File: src/hdl/radix_string_to_integer_assert.svh
// Assertion macros shared by the radix string parser.
// Expects clk and rst_n in scope where expanded.
`ifndef RADIX_STRING_TO_INTEGER_ASSERT_SVH
`define RADIX_STRING_TO_INTEGER_ASSERT_SVH

// Same-cycle implication, checked outside reset.
`define RSTI_ASSERT_NOW(name, ante, cons, msg) \
  name: assert property (@(posedge clk) disable iff (!rst_n) (ante) |-> (cons)) \
    else $error(msg);

// Next-cycle implication, checked outside reset.
`define RSTI_ASSERT_NEXT(name, ante, cons, msg) \
  name: assert property (@(posedge clk) disable iff (!rst_n) (ante) |=> (cons)) \
    else $error(msg);

`endif

File: src/hdl/rsti_pkg.sv
// Shared types, codes and character helpers for the radix string parser.
// No dependencies.
`timescale 1ns / 1ps

package rsti_pkg;

  localparam int ACC_W = 64;
  localparam int RAD_W = 7;
  localparam int CHAR_W = 8;
  localparam int CFG_IDX_W = 2;
  localparam int CFG_DATA_W = 7;

  localparam logic [CFG_IDX_W-1:0] REG_RADIX_MODE  = 2'd0;
  localparam logic [CFG_IDX_W-1:0] REG_STRICT_MODE = 2'd1;

  localparam logic signed [RAD_W-1:0] RADIX_MODE_RST = 7'sd10;
  localparam logic signed [RAD_W-1:0] RADIX_MAX      = 7'sd36;
  localparam logic signed [RAD_W-1:0] RADIX_MIN      = -7'sd36;
  localparam logic signed [RAD_W-1:0] RADIX_ONE      = 7'sd1;
  localparam logic signed [RAD_W-1:0] RADIX_NEG_ONE  = -7'sd1;

  localparam logic [RAD_W-1:0] RAD_2  = 7'd2;
  localparam logic [RAD_W-1:0] RAD_8  = 7'd8;
  localparam logic [RAD_W-1:0] RAD_10 = 7'd10;
  localparam logic [RAD_W-1:0] RAD_16 = 7'd16;

  localparam logic [CHAR_W-1:0] CH_TAB   = 8'd9;
  localparam logic [CHAR_W-1:0] CH_LF    = 8'd10;
  localparam logic [CHAR_W-1:0] CH_CR    = 8'd13;
  localparam logic [CHAR_W-1:0] CH_SPACE = 8'd32;
  localparam logic [CHAR_W-1:0] CH_PLUS  = 8'h2B;
  localparam logic [CHAR_W-1:0] CH_MINUS = 8'h2D;
  localparam logic [CHAR_W-1:0] CH_ZERO  = 8'h30;
  localparam logic [CHAR_W-1:0] CH_NINE  = 8'h39;
  localparam logic [CHAR_W-1:0] CH_UP_A  = 8'h41;
  localparam logic [CHAR_W-1:0] CH_UP_Z  = 8'h5A;
  localparam logic [CHAR_W-1:0] CH_UNDER = 8'h5F;
  localparam logic [CHAR_W-1:0] CH_LO_A  = 8'h61;
  localparam logic [CHAR_W-1:0] CH_LO_Z  = 8'h7A;
  localparam logic [CHAR_W-1:0] CH_UP_B  = 8'h42;
  localparam logic [CHAR_W-1:0] CH_LO_B  = 8'h62;
  localparam logic [CHAR_W-1:0] CH_UP_O  = 8'h4F;
  localparam logic [CHAR_W-1:0] CH_LO_O  = 8'h6F;
  localparam logic [CHAR_W-1:0] CH_UP_D  = 8'h44;
  localparam logic [CHAR_W-1:0] CH_LO_D  = 8'h64;
  localparam logic [CHAR_W-1:0] CH_UP_X  = 8'h58;
  localparam logic [CHAR_W-1:0] CH_LO_X  = 8'h78;
  localparam logic [CHAR_W-1:0] NO_DIGIT = 8'hFF;

  typedef enum logic [2:0] {
    PH_LEAD,
    PH_AFTER_SIGN,
    PH_ZERO_HELD,
    PH_DIGITS,
    PH_TRAIL,
    PH_DONE,
    PH_INVALID
  } phase_t;

  typedef enum logic [1:0] {
    ST_OK,
    ST_INVALID,
    ST_OVERFLOW
  } status_t;

  typedef struct packed {
    logic [CHAR_W-1:0] char_code;
    logic              last_char;
  } in_item_t;

  typedef struct packed {
    logic [ACC_W-1:0] magnitude;
    logic             is_negative;
    status_t          status;
  } out_item_t;

  typedef struct packed {
    logic signed [RAD_W-1:0] radix_mode;
    logic                    strict_mode;
  } cfg_t;

  // Digit value 0..35, NO_DIGIT for anything else.
  function automatic logic [CHAR_W-1:0] digit_val(input logic [CHAR_W-1:0] c);
    logic [CHAR_W-1:0] v;
    v = NO_DIGIT;
    if (c >= CH_ZERO && c <= CH_NINE) v = c - CH_ZERO;
    else if (c >= CH_UP_A && c <= CH_UP_Z) v = c - CH_UP_A + 8'd10;
    else if (c >= CH_LO_A && c <= CH_LO_Z) v = c - CH_LO_A + 8'd10;
    return v;
  endfunction

  function automatic logic is_lead_space(input logic [CHAR_W-1:0] c);
    return (c == CH_SPACE) || (c >= CH_TAB && c <= CH_CR);
  endfunction

  function automatic logic is_trail_space(input logic [CHAR_W-1:0] c);
    return (c == CH_TAB) || (c == CH_LF) || (c == CH_CR) || (c == CH_SPACE);
  endfunction

endpackage

File: src/hdl/rsti_mac.sv
// Multiply-accumulate of one digit into the magnitude, with overflow flag.
// Depends on rsti_pkg.
`timescale 1ns / 1ps

module rsti_mac (
  input  logic [rsti_pkg::ACC_W-1:0] acc,
  input  logic [rsti_pkg::RAD_W-1:0] radix,
  input  logic [5:0]                 digit,
  output logic [rsti_pkg::ACC_W-1:0] acc_out,
  output logic                       ovf
);
  import rsti_pkg::*;

  logic [ACC_W+RAD_W-1:0] prod;
  logic [ACC_W+RAD_W:0]   sum;

  always_comb begin
    prod    = {{RAD_W{1'b0}}, acc} * {{ACC_W{1'b0}}, radix};
    sum     = {1'b0, prod} + (ACC_W + RAD_W + 1)'(digit);
    ovf     = |sum[ACC_W+RAD_W:ACC_W];
    // saturate on overflow
    acc_out = ovf ? {ACC_W{1'b1}} : sum[ACC_W-1:0];
  end

endmodule

File: src/hdl/rsti_parse.sv
// Parse state and per-character next-state logic; forms the result item.
// Depends on rsti_pkg and rsti_mac.
`timescale 1ns / 1ps

module rsti_parse (
  input  logic                clk,
  input  logic                rst_n,
  input  logic                step_en,
  input  rsti_pkg::in_item_t  item,
  input  rsti_pkg::cfg_t      cfg,
  output rsti_pkg::out_item_t result
);
  import rsti_pkg::*;

  phase_t             phase_r, phase_nxt, phase_step;
  logic [ACC_W-1:0]   acc_r, acc_nxt, acc_step;
  logic [RAD_W-1:0]   rad_r, rad_nxt, rad_step;
  logic               sign_r, sign_nxt, sign_step;
  logic               pend_r, pend_nxt, pend_step;
  logic               ovf_r, ovf_nxt, ovf_step;
  logic               stop_r, stop_nxt, stop_step;

  logic [CHAR_W-1:0]  c;
  logic               last;
  logic signed [RAD_W-1:0] r;
  logic [RAD_W-1:0]   r_abs, det, new_rad, rad_use;
  logic               letter, skip, bad_rad, lead_sp, trail_sp;
  logic               is_us, is_zero;
  logic [CHAR_W-1:0]  dval;
  logic               ds_en, ds_digit, ds_pend, ds_trail, ds_stop, ds_us_stop;
  logic [ACC_W-1:0]   mac_acc;
  logic               mac_ovf;

  // Character and radix decode
  always_comb begin
    c        = item.char_code;
    last     = item.last_char;
    r        = cfg.radix_mode;
    r_abs    = r[RAD_W-1] ? RAD_W'(-r) : RAD_W'(r);
    bad_rad  = (r == RADIX_ONE) || (r == RADIX_NEG_ONE) || (r > RADIX_MAX) || (r < RADIX_MIN);
    lead_sp  = is_lead_space(c);
    trail_sp = is_trail_space(c);
    is_us    = (c == CH_UNDER);
    is_zero  = (c == CH_ZERO);
    dval     = digit_val(c);

    letter = 1'b1;
    if (c == CH_UP_B || c == CH_LO_B) det = RAD_2;
    else if (c == CH_UP_O || c == CH_LO_O) det = RAD_8;
    else if (c == CH_UP_D || c == CH_LO_D) det = RAD_10;
    else if (c == CH_UP_X || c == CH_LO_X) det = RAD_16;
    else begin
      det    = RAD_8;
      letter = 1'b0;
    end

    if (phase_r == PH_ZERO_HELD) begin
      skip    = r[RAD_W-1] || (r == '0) || (RAD_W'(r) == det);
      new_rad = (r[RAD_W-1] || r == '0) ? det : RAD_W'(r);
    end else begin
      skip    = 1'b0;
      new_rad = r[RAD_W-1] ? r_abs : ((r == '0) ? RAD_10 : RAD_W'(r));
    end
    rad_use = (phase_r == PH_DIGITS) ? rad_r : new_rad;

    // Which phases run a digit step on this character. A replayed '0' prefix
    // leaves the magnitude at zero, so only the current character matters.
    unique case (phase_r)
      PH_LEAD:       ds_en = !bad_rad && !lead_sp && !is_us && c != CH_MINUS &&
                             c != CH_PLUS && !is_zero;
      PH_AFTER_SIGN: ds_en = !is_zero;
      PH_ZERO_HELD:  ds_en = !(letter && skip);
      PH_DIGITS:     ds_en = 1'b1;
      default:       ds_en = 1'b0;
    endcase

    ds_us_stop = pend_r && is_us;
    ds_digit   = !ds_us_stop && (dval < {1'b0, rad_use});
    ds_pend    = !ds_us_stop && !ds_digit && is_us && !last;
    ds_trail   = !ds_us_stop && !ds_digit && !is_us && trail_sp;
    ds_stop    = ds_us_stop || (!ds_digit && is_us && last) ||
                 (!ds_digit && !is_us && !trail_sp);
  end

  rsti_mac u_mac (
    .acc     (acc_r),
    .radix   (rad_use),
    .digit   (dval[5:0]),
    .acc_out (mac_acc),
    .ovf     (mac_ovf)
  );

  // Phase transition
  always_comb begin
    phase_step = phase_r;
    unique case (phase_r)
      PH_LEAD: begin
        if (bad_rad) phase_step = PH_INVALID;
        else if (lead_sp) phase_step = PH_LEAD;
        else if (is_us) phase_step = cfg.strict_mode ? PH_INVALID : PH_DONE;
        else if (c == CH_MINUS || c == CH_PLUS) phase_step = PH_AFTER_SIGN;
        else if (is_zero) phase_step = PH_ZERO_HELD;
        else phase_step = ds_stop ? PH_DONE : (ds_trail ? PH_TRAIL : PH_DIGITS);
      end
      PH_AFTER_SIGN: begin
        if (is_zero) phase_step = PH_ZERO_HELD;
        else phase_step = ds_stop ? PH_DONE : (ds_trail ? PH_TRAIL : PH_DIGITS);
      end
      PH_ZERO_HELD: begin
        if (ds_en) phase_step = ds_stop ? PH_DONE : (ds_trail ? PH_TRAIL : PH_DIGITS);
        else phase_step = PH_DIGITS;
      end
      PH_DIGITS: phase_step = ds_stop ? PH_DONE : (ds_trail ? PH_TRAIL : PH_DIGITS);
      PH_TRAIL:  phase_step = trail_sp ? PH_TRAIL : PH_DONE;
      default:   phase_step = phase_r;
    endcase
    phase_nxt = phase_r;
    if (step_en) phase_nxt = last ? PH_LEAD : phase_step;
  end

  // Datapath state
  always_comb begin
    sign_step = sign_r || (phase_r == PH_LEAD && !bad_rad && !lead_sp && c == CH_MINUS);
    rad_step  = ((phase_r == PH_LEAD && ds_en) || (phase_r == PH_AFTER_SIGN && !is_zero) ||
                 phase_r == PH_ZERO_HELD) ? new_rad : rad_r;
    pend_step = ds_en ? ds_pend : pend_r;
    stop_step = stop_r || (ds_en && ds_stop) || (phase_r == PH_TRAIL && !trail_sp);
    acc_step  = acc_r;
    ovf_step  = ovf_r;
    if (ds_en && ds_digit && !ovf_r) begin
      acc_step = mac_acc;
      ovf_step = mac_ovf;
    end

    sign_nxt = sign_r;
    rad_nxt  = rad_r;
    pend_nxt = pend_r;
    stop_nxt = stop_r;
    acc_nxt  = acc_r;
    ovf_nxt  = ovf_r;
    if (step_en) begin
      // clear after the final character of a string
      sign_nxt = last ? 1'b0 : sign_step;
      rad_nxt  = last ? '0 : rad_step;
      pend_nxt = last ? 1'b0 : pend_step;
      stop_nxt = last ? 1'b0 : stop_step;
      acc_nxt  = last ? '0 : acc_step;
      ovf_nxt  = last ? 1'b0 : ovf_step;
    end
  end

  // Result of the string, meaningful when the current character is the last
  always_comb begin
    if (phase_step == PH_INVALID || (stop_step && cfg.strict_mode)) begin
      result.magnitude   = '0;
      result.is_negative = 1'b0;
      result.status      = ST_INVALID;
    end else begin
      result.magnitude   = acc_step;
      result.is_negative = sign_step;
      result.status      = ovf_step ? ST_OVERFLOW : ST_OK;
    end
  end

  always_ff @(posedge clk) begin
    if (!rst_n) begin
      phase_r <= PH_LEAD;
      sign_r  <= 1'b0;
      rad_r   <= '0;
      pend_r  <= 1'b0;
      stop_r  <= 1'b0;
      acc_r   <= '0;
      ovf_r   <= 1'b0;
    end else begin
      phase_r <= phase_nxt;
      sign_r  <= sign_nxt;
      rad_r   <= rad_nxt;
      pend_r  <= pend_nxt;
      stop_r  <= stop_nxt;
      acc_r   <= acc_nxt;
      ovf_r   <= ovf_nxt;
    end
  end

endmodule

File: src/hdl/radix_string_to_integer.sv
// Flow: an accepted item waits in the input register and is parsed from there; a last
//   item's result goes into the result register and stays until taken. A last item
//   waits while an untaken result is held, so it is parsed when that result goes.
// Throughput: one item per cycle, but a last item waits while an untaken result is held.
// Reset (rst_n low, synchronous): parser back to leading-whitespace, both stages
//   empty, radix_mode 10, strict_mode 0.
`timescale 1ns / 1ps
`include "radix_string_to_integer_assert.svh"

// Top level: input register, config registers, result register around rsti_parse.
// Depends on rsti_pkg, rsti_parse, rsti_mac.
module radix_string_to_integer (
  input  logic                                clk,
  input  logic                                rst_n,
  input  logic                                in_valid,
  output logic                                in_ready,
  input  rsti_pkg::in_item_t                  in_data,
  output logic                                out_valid,
  input  logic                                out_ready,
  output rsti_pkg::out_item_t                 out_data,
  input  logic                                cfg_valid,
  output logic                                cfg_ready,
  input  logic [rsti_pkg::CFG_IDX_W-1:0]      cfg_index,
  input  logic [rsti_pkg::CFG_DATA_W-1:0]     cfg_data
);
  import rsti_pkg::*;

  // Input register: holds the next character to parse.
  logic      in_vld_r, in_vld_nxt;
  in_item_t  in_r;
  // Result register: holds one finished string result.
  logic      out_vld_r, out_vld_nxt;
  out_item_t out_r;
  out_item_t result;
  // Configuration registers.
  cfg_t      cfg_r, cfg_nxt;

  logic      advance;
  logic      adv_last;

  // A non-last character always advances; the last one needs room in the
  // result register (free now, or being drained this cycle).
  assign advance  = in_vld_r && (!in_r.last_char || !out_vld_r || out_ready);
  assign adv_last = advance && in_r.last_char;
  assign in_ready = !in_vld_r || advance;

  assign in_vld_nxt  = (in_valid && in_ready) || (in_vld_r && !advance);
  assign out_vld_nxt = adv_last || (out_vld_r && !out_ready);

  assign cfg_ready = 1'b1;

  always_comb begin
    cfg_nxt = cfg_r;
    if (cfg_valid && cfg_ready) begin
      unique case (cfg_index)
        REG_RADIX_MODE:  cfg_nxt.radix_mode  = RAD_W'(signed'(cfg_data));
        REG_STRICT_MODE: cfg_nxt.strict_mode = cfg_data[0];
        default:         cfg_nxt = cfg_r;  // drop writes to unmapped indexes
      endcase
    end
  end

  rsti_parse u_parse (
    .clk     (clk),
    .rst_n   (rst_n),
    .step_en (advance),
    .item    (in_r),
    .cfg     (cfg_r),
    .result  (result)
  );

  assign out_valid = out_vld_r;
  assign out_data  = out_r;

  // Control state
  always_ff @(posedge clk) begin
    if (!rst_n) begin
      in_vld_r  <= 1'b0;
      out_vld_r <= 1'b0;
      cfg_r     <= '{radix_mode: RADIX_MODE_RST, strict_mode: 1'b0};
    end else begin
      in_vld_r  <= in_vld_nxt;
      out_vld_r <= out_vld_nxt;
      cfg_r     <= cfg_nxt;
    end
  end

  // Payload: load on accept, hold otherwise
  always_ff @(posedge clk) begin
    if (in_valid && in_ready) in_r <= in_data;
    if (adv_last) out_r <= result;
  end

  `RSTI_ASSERT_NEXT(a_last_loads_out, adv_last, out_vld_r, "last item did not load result")
  `RSTI_ASSERT_NOW(a_rise_needs_last, $rose(out_vld_r), $past(adv_last),
                   "result appeared without a last item")
  `RSTI_ASSERT_NOW(a_invalid_zero, out_vld_r && out_r.status == ST_INVALID,
                   out_r.magnitude == '0 && !out_r.is_negative,
                   "invalid result carries a value")
  `RSTI_ASSERT_NOW(a_ovf_saturated, out_vld_r && out_r.status == ST_OVERFLOW,
                   out_r.magnitude == {ACC_W{1'b1}}, "overflow result not saturated")

endmodule

File: config.mk
export PLATFORM = sky130hd
export DESIGN_NAME = radix_string_to_integer
export DESIGN_NICKNAME = d
export VERILOG_FILES = /design/src/hdl/rsti_pkg.sv /design/src/hdl/rsti_mac.sv /design/src/hdl/rsti_parse.sv /design/src/hdl/radix_string_to_integer.sv
export VERILOG_INCLUDE_DIRS = /design/src /design/src/hdl
export SDC_FILE = /design/constraint.sdc
export NUM_CORES = 1
export LEC_CHECK = 0
export BUFFER_PORTS_ARGS = -buffer_cell sky130_fd_sc_hd__clkbuf_2
export CAP_MARGIN = 20
export CORE_ASPECT_RATIO = 0.9
export CORE_MARGIN = 2
export CORE_UTILIZATION = 45
export DETAILED_ROUTE_END_ITERATION = 12
export PLACE_DENSITY = 0.65
export SETUP_SLACK_MARGIN = 0.2
export SLEW_MARGIN = 15
export SYNTH_ARGS = -nofsm -noshare
export SYNTH_HDL_FRONTEND = slang
export SYNTH_SLANG_ARGS = --single-unit
File: constraint.sdc
create_clock -name clk -period 16.5 [get_ports clk]
set_input_delay 3.3 -clock clk [delete_from_list [all_inputs] [get_ports clk]]
set_output_delay 3.3 -clock clk [all_outputs]
set_load 0.02 [all_outputs]
=== Word level (Yosys, flattened, before mapping) ===
Cells that the tools add are included.

* Add/subtract/negate cells: 7
* Multiply operators: 1
* $lt $le $gt $ge: 11
* Equality and inequality tests: 27
* Muxes and demuxes: 42
* Reduce and logical (&&, ||, !) cells: 87

{| class="wikitable"
|+ Operators by type and width
! operator !! count
|-
| 64-bit two-way mux || 3
|-
| 71-bit by 6-bit adder with 72-bit output || 1
|-
| 8-bit by 7-bit == test with 1-bit output, second input constant || 9
|-
| 64-bit by 7-bit multiplier with 71-bit output || 1
|-
| 7-bit two-way mux || 9
|-
| 1-bit logical AND || 36
|-
| 8-bit by 6-bit == test with 1-bit output, second input constant || 4
|-
| 1-bit logical OR || 27
|-
| 3-bit two-way mux || 9
|-
| 8-bit by 4-bit == test with 1-bit output, second input constant || 3
|-
| 8-bit two-way mux || 3
|-
| 8-bit by 4-bit adder with 8-bit output, second input constant || 2
|-
| 8-bit by 7-bit >= comparator with 1-bit output, second input constant || 2
|-
| 8-bit by 7-bit <= comparator with 1-bit output, second input constant || 2
|-
| 8-bit by 6-bit inequality test with 1-bit output, second input constant || 2
|-
| 8-bit by 7-bit subtractor with 8-bit output, second input constant || 2
|-
| 3-bit one-hot mux with 5 select lines || 1
|-
| 1-bit logical NOT || 14
|-
| 1-bit two-way mux || 12
|-
| 8-bit by 4-bit >= comparator with 1-bit output, second input constant || 1
|-
| 8-bit by 6-bit >= comparator with 1-bit output, second input constant || 1
|-
| 8-bit by 4-bit <= comparator with 1-bit output, second input constant || 1
|-
| 8-bit by 6-bit <= comparator with 1-bit output, second input constant || 1
|-
| 8-bit by 7-bit less-than comparator with 1-bit output || 1
|-
| other kinds (21) || 28
|}

* Flip-flop bits (word level): 164
* Output and inout bits: 70
* Word-level logic and storage cells: 191

=== Logic depth before layout (Yosys ltp) ===
Gate-level depths: netlist of the first run.

* Depth in word-level cells: 25
* Mapped depth: 34
* Depth with buffers taken out: 29

=== By module ===
Synthesis of the first run repeated with hierarchy kept, for this count alone.

* Cell total of the unflattened synthesis: 2864
* Area, all modules: 24971.4 µm²

{| class="wikitable"
|+ Modules (own cells, without submodules)
! module !! times used !! cells an instance !! area each (µm²)
|-
| rsti_mac || 1 || 1951 || 16455.8
|-
| rsti_parse || 1 || 789 || 5783.0
|-
| radix_string_to_integer || 1 || 124 || 2732.6
|}

=== Least setup slack after synthesis of the first run ===
OpenSTA, ideal clock, no wires.

* Path kind: flip-flop to flip-flop
* From: register in_r[5] in the netlist's numbering
* To: register out_r (netlist bit out_data[3]) (data pin)
* Library setup time: 275 ps
* Arrival: 7342 ps
* Required time: 16225 ps
* Setup slack: 8883 ps
* Stages on the path, launching flop included: 32
* Buffers on the path: 5
* Period minus slack after synthesis: 7617 ps
* Cell sequence: edfxtp_1 inv_1 ha_1 nor2_1 or4_1 nand2_1 o21ai_0 a221oi_1 mux2i_1 clkbuf_1 clkbuf_1 nor2b_1 fa_1 fa_1 fa_1 inv_1 fa_1 inv_1 ha_1 clkbuf_1 nand4_1 or4_1 inv_1 o31ai_1 a211o_1 a21oi_2 nand3_1 and3_1 clkbuf_1 clkbuf_1 nor4_1 a211oi_1

* Word-level cells in the longest chain between the ends: 25
* Elaborated cells between the ends (all ways): 111
* Those cells by class: 6 x add/sub; 1 x mul; 9 x order compare; 20 x eq/ne; 28 x mux; 47 x reduce/logical

{| class="wikitable"
|+ Ends and longest elaborated chain
! item !! line !! text
|-
| start, declared || radix_string_to_integer.sv:30 || <nowiki>in_item_t in_r;</nowiki>
|-
| start signal, assigned || radix_string_to_integer.sv:90 || <nowiki>if (in_valid && in_ready) in_r <= in_data;</nowiki>
|-
| parallel branches: the longest is 25 deep, another holds 71-bit by 6-bit adder with 72-bit output || - ||
|-
| end signal, assigned || radix_string_to_integer.sv:91 || <nowiki>if (adv_last) out_r <= result;</nowiki>
|-
| end, declared || radix_string_to_integer.sv:33 || <nowiki>out_item_t out_r;</nowiki>
|}

Several ways; the timed one is not identified.
A chain may end at the register's enable or synchronous reset.

=== Final worst setup path of the first run ===
* From: register in_r[5] in the netlist's numbering
* To: register out_r (netlist bit out_data[16]) (data pin)

The elaborated chain is that of the path after synthesis.

==> run metrics, run 1 <==
FP Rows=between 80 and 90; clk slew on worst S/H paths=approximately 0.07 ns; post-CTS setup buffer count=0; Setup TNS=0 ns; RSZ-0062 raised after global routing=no; Longest Clk Path Bufs=2; skew final=~0.014 ns; Leakage=approximately 0.012 uW; GRT Total Usage=25.16%; CP required=16.70 ns; area occupied by multi-input gates=roughly 19000 sq um; Worst Path Max Fanout=65; largest net degree at the start of global routing=84; antenna violations before repair=0; Seq cells post-synth=164; PD cells=between 30 and 40 nW/um^2; Final ANT Viol Nets=0; endpoints failing setup=0; register area=4044 sq um; design area=25930 sq um; worst slew pin tran=0.9954 ns; CTS tree=done; die width=251.3 microns; CP startpoint kind=flop; CP Class=reg2reg; clock root buffer=clkbuf_16; Arr. time, crit path=around 11 ns; Cells after Synth=approximately 2900; IO Pins=93; flop2flop setup slack=about 6 ns; DP HPWL=between 50000 and 60000 microns; Post-DP Area=roughly 25000 sq um; Post-Syn Area=around 25000 sq um; CTS H-tree depth=4; hold crit path type=reg2reg; Netlist cell types=95; crit path time final=around 10 ns; vias in the first global route=20833; Critical R2R Capture=out_data[16]$_SDFFCE_PP0P_; nets=between 3000 and 4000; layout overhead on the synthesized area=4.646%; first-pass detailed-route iteration total=5; crit path max-delay cell type=nor3_4; via count=roughly 20000; remaining global-route overflow=0; FILL cells=slightly above 5000; HP Start=u_parse.rad_r[0]$_SDFFE_PN0P_; fin. max-slew vios=0; Post-Syn Area per Cell=a little under 9 sq um; yosys synthesis warning count=0; PostCTS Resize Cnt=0; Num CTS Buffers=17; Hold Crit Endpoint=u_parse.rad_r[0]$_SDFFE_PN0P_; Hold Path Stages=2; worst setup path startpoint=in_r[5]$_DFFE_PP_; Vias/cell=5.828; RR Startpoint=in_r[5]$_DFFE_PP_; ys flop type=dfxtp_1; critical path capture point type=flop; status=finished clean; global placement routability congestion=about 0.94; Clock Latency Late Sink=approximately 0.51 ns; initial core utilization=45.53%; die area=around 57000 sq um; max-cap violation count=0; Worst VDD drop=between 0.08 and 0.09 mV; initial DRC count=about 1500; Slew HR=between 30% and 40%; Die H=between 200 and 250 microns; Synth Net Count=about 3400; # diodes=0; register area share after synthesis=between 10% and 20%; asr flop ratio synth=0%; Post-synth EDFFs=76; Hold-fix buffers, CTS=0; global-route wire length before repair=112900 microns; Routed wire per std cell=19.71 microns; DRC=0; core area=54420 sq um; max frequency=~96 MHz; layout cells sized above 1=7.143%; reg2reg path depth=29; Fin. Hold Viols=0; Final period util=63.15%; CTS sink count=roughly 160; slowest stage delay, CP=0.96 ns; Post-Route WL=68800 microns; Port Buffers=around 90
==> per-stage QoR <==
stage               utilization [%]  worst slack, ns  hold WS, ns  power [uW]  std cells
floorplan                         -            8.883       0.4374       526.9       2859
global placement              46.55            6.589       0.4573       557.4       3458
detailed placement            46.55            6.218       0.4637       559.2       3458
CTS                           47.63            6.167       0.4739       977.4       3490
global route                  47.64            5.486       0.5166        1004       3491
finish                        47.64            6.081       0.4693       968.0       3491
==> worst max-delay path by stage <==
stage / end / slack [ns] / depth (start not counted)
6_report: out_data[16]$_SDFFCE_PP0P_ / 6.08 / 29
5_1_grt: out_data[13]$_SDFFCE_PP0P_ / 5.49 / 30
4_1_cts: out_data[16]$_SDFFCE_PP0P_ / 6.17 / 30
3_5_place_dp: out_data[33]$_SDFFCE_PP0P_ / 6.22 / 30
3_3_place_gp: out_data[13]$_SDFFCE_PP0P_ / 6.59 / 29
2_1_floorplan: out_data[3]$_SDFFCE_PP0P_ / 8.88 / 31
==> cells by family after synthesis <==
| family | share of synthesized area, % |
|---|---|
| XOR/XNOR | 2.262 |
| buffers and inverters | 9.115 |
| AO/OA/AOI/OAI | 16.44 |
| adder cells (fa/ha/maj) | 34.14 |
| other | 0.01513 |
| AND/OR/NAND/NOR | 21.20 |
| flip-flops | 16.32 |
| multiplexers | 0.5100 |
==> synth_stat cells (6+ instances only) <==
library cell	number	share of area [%]
nor2_1	148	2.2
nor3_1	23	0.46
nand4_1	26	0.66
or2_2	7	0.18
buf_2	37	0.75
a21o_1	27	0.82
o21a_1	13	0.39
xor2_1	21	0.74
o31ai_1	10	0.30
nor4_1	13	0.33
mux2i_1	7	0.28
nand2b_1	18	0.45
and3_1	13	0.33
nand2_1	145	2.2
buf_1	25	0.38
a311oi_1	51	1.8
a21boi_0	14	0.42
a211oi_1	21	0.64
a31oi_1	63	1.6
clkbuf_1	130	2.0
edfxtp_1	76	9.2
o21ai_0	101	2.0
inv_1	339	5.1
nor4_2	6	0.30
a311oi_2	6	0.36
a21oi_1	221	4.5
dfxtp_1	88	7.1
xnor2_1	43	1.5
o21bai_1	9	0.27
nand3_1	32	0.65
nor2b_1	206	5.2
ha_1	172	8.7
buf_4	14	0.42
and2_1	263	6.6
o211ai_1	13	0.39
or3_1	15	0.38
o22ai_1	7	0.18
buf_6	8	0.36
a22oi_1	7	0.21
or4_1	6	0.18
fa_1	315	25
==> metal layers <==
layer	track usage, %	vias up	wire (microns)
met2	40.34	654	31760
li1	-	9351	-
met4	8.756	0	1617
met3	3.915	96	3902
met5	0	-	0
met1	34.71	10246	31520
==> sequential cells by signal (all words and copies together) (netlist names) <==
name,count
u_parse.phase_r,3
u_parse.pend_r,1
u_parse.acc_r,64
out_data,67
u_parse.rad_r,7
u_parse.sign_r,1
u_parse.ovf_r,1
u_parse.stop_r,1
in_r,9
cfg_r,8
in_vld_r,1
out_valid,1
==> placed cells by master, fill, tap and decap left out, types with 51 or more instances in the layout <==
cell type,n
dfxtp_1,88
ha_1,172
nor2_1,147
a311oi_1,51
fa_1,315
nor2b_1,206
edfxtp_1,76
a21oi_1,221
a31oi_1,63
clkbuf_2,91
o21ai_0,101
nand2_1,145
inv_1,338
and2_1,262
==> cell type report <==
class                   instances  share of cell area [%]
well taps                     705                   3.402
multi-input cells            2139                   71.48
inverters                     340                   4.927
clock buffers                  20                   1.887
clock inverters                12                  0.3860
flip-flops and latches        164                   15.60
repair buffers                111                   2.326
==> where the power goes <==
| group | total (uW) | switching (uW) | internal [uW] |
|---|---|---|---|
| logic | 112 | 80.3 | 31.5 |
| registers | 439 | 7.79 | 431 |
| clock network | 417 | 199 | 218 |
==> worst max-delay path: cells and delay by family, from the launching register on <==
family,cells,cell delay (ns)
fa+ha+maj,6,2.68
flops,1,0.49
xor+xnor,1,0.17
buf+inv,6,1.32
simple gates,7,3.22
compound gates,8,2.06
mux,1,0.12
Note: power is estimated with default switching activity, not from simulation.
==> run 2: changes to the inputs <==
==> constraint.sdc (replaced) <==
create_clock -name clk -period 9.7 [get_ports clk]
set_input_delay 1.94 -clock clk [delete_from_list [all_inputs] [get_ports clk]]
set_output_delay 1.94 -clock clk [all_outputs]
set_load 0.02 [all_outputs]
==> run 2 against run 1 <==
Maximum frequency rose by 16%. Flip-flop and latch count did not move. Cell count rose by 0.32%. Critical endpoint is now out_data[56]$_SDFFCE_PP0P_. Largest power group unchanged. Highest routed layer unchanged.
==> run metrics, run 2 (synthesis results as in run 1) <==
CP Class=reg2reg; first-pass detailed-route iteration total=5; Final period util=between 90 and 100%; largest net degree at the start of global routing=84; CTS H-tree depth=4; initial DRC count=1602; Slew HR=about 41%; hold crit path type=reg2reg; PD cells=63.36 nW/um^2; most common cell after layout, fill and taps aside=inv_1; most used cell, CP=fa_1; reg2reg path depth=28; commonest cells after routing, fill and taps aside=338 x inv_1, 315 x fa_1, 262 x and2_1, 221 x a21oi_1, 206 x nor2b_1; Final WS setup=roughly 0.71 ns; skew final=around 0.014 ns; global placement routability congestion=a little under 1; die area=about 57000 sq um; endpoints failing setup=0; CTS sink count=about 160; max frequency=roughly 110 MHz; core area=between 50000 and 60000 sq um; Leakage=approximately 0.012 uW; crit path time final=about 9.0 ns; post-route insts no fill=about 3500; FILL cells=~5200; DRC=0; RSZ-0062 raised after global routing=no; status=finished clean; CP startpoint kind=flop; IO Pins=between 90 and 100; Top delay family on crit path=adder cells; worst slew pin tran=0.8787 ns; Worst VDD drop=about 0.1 mV; Worst Path Max Fanout=29; Setup TNS=0 ns; Num CTS Buffers=17; Hold-fix buffers, CTS=0; DP Worst Slack=about 0.68 ns; hold slack=around 0.48 ns; WP buf/inv=5; Vias/cell=5.807; layout cells sized above 1=under 10%; placed cells=around 3500; DP HPWL=~54000 microns; total stage count of the critical path=28; GRT Total Usage=about 25%; max reg flops=67; Post-Route WL=a little under 70000 microns; via count=around 20000; Tot Pwr=1653 uW; Longest Clk Path Bufs=2; fin. max-slew vios=0; Hold Path Stages=2; slowest stage delay, CP=0.69 ns; clk slew on worst S/H paths=around 0.08 ns; layout overhead on the synthesized area=5.277%; remaining global-route overflow=0; antenna violations before repair=1; Die H=between 200 and 250 microns; crit path max-delay cell type=a31oi_1; # diodes=0; Fin. Hold Viols=0; initial core utilization=between 40 and 50%; Routed wire per std cell=19.79 microns; Final ANT Viol Nets=0; Arr. time, crit path=a little over 9 ns; die width=around 250 microns; global-route wire length before repair=113600 microns; nets=about 3300; Clock Latency Late Sink=roughly 0.5 ns; vias in the first global route=just over 20000; CTS tree=done; CP required=about 9.9 ns; clock root buffer=clkbuf_16; max-cap violation count=0; FP Rows=a little over 80; critical path capture point type=flop; Port Buffers=91
==> run 2: path summary, 6_finish.rpt <==
kind	startpoint	end	slack [ns]
worst max-delay path	in_r[1]$_DFFE_PP_	out_data[56]$_SDFFCE_PP0P_	0.71
worst min register to register	u_parse.rad_r[0]$_SDFFE_PN0P_	u_parse.rad_r[0]$_SDFFE_PN0P_	0.48
worst min-delay path	u_parse.rad_r[0]$_SDFFE_PN0P_	u_parse.rad_r[0]$_SDFFE_PN0P_	0.48
worst max register to register	in_r[1]$_DFFE_PP_	out_data[56]$_SDFFCE_PP0P_	0.71
==> run 2: routing by layer <==
layer	share of wire [%]	track usage, %
met1	47	36.69
met2	46	39.56
met3	5.1	3.226
met4	1.7	6.644
met5	0	0
==> run 2: worst min-delay path, cell delays in order, from the launching register on <==
cell      delay, ns
dfxtp_1        0.32
nand2_1        0.05
a21boi_0       0.07
==> run 2: cell type report <==
type,instances,area [sq um],area share (%)
repair buffers,122,749.5,2.873
multi-input cells,2139,18550,71.11
clock buffers,21,471.7,1.808
clock inverters,11,110.1,0.4221
flip-flops and latches,164,4044,15.50
well taps,705,882.1,3.382
inverters,340,1277,4.897
==> run 2: repair_timing <==
item,4_1_cts,5_1_grt
hold endpoints to repair,0,0
gates resized for setup,0,6
endpoints found under the setup margin,0,78
buffers inserted,0,0
==> run 2: stage by stage <==
| stage | instance area (sq um) | utilization [%] |
|---|---|---|
| 6_report | 26090 | 47.93 |
| 5_1_grt | 26090 | 47.93 |
| 4_1_cts | 26030 | 47.83 |
| 3_5_place_dp | 25450 | 46.76 |
| 3_3_place_gp | 25450 | 46.76 |
| 2_1_floorplan | 24780 | - |
==> run 2: power breakdown <==
part	leakage (uW)	internal, uW	switching (uW)
logic	0.00995	57.2	135
registers	0.00149	734	13.7
clock network	0.000285	379	333
total	0.0117	1170	482
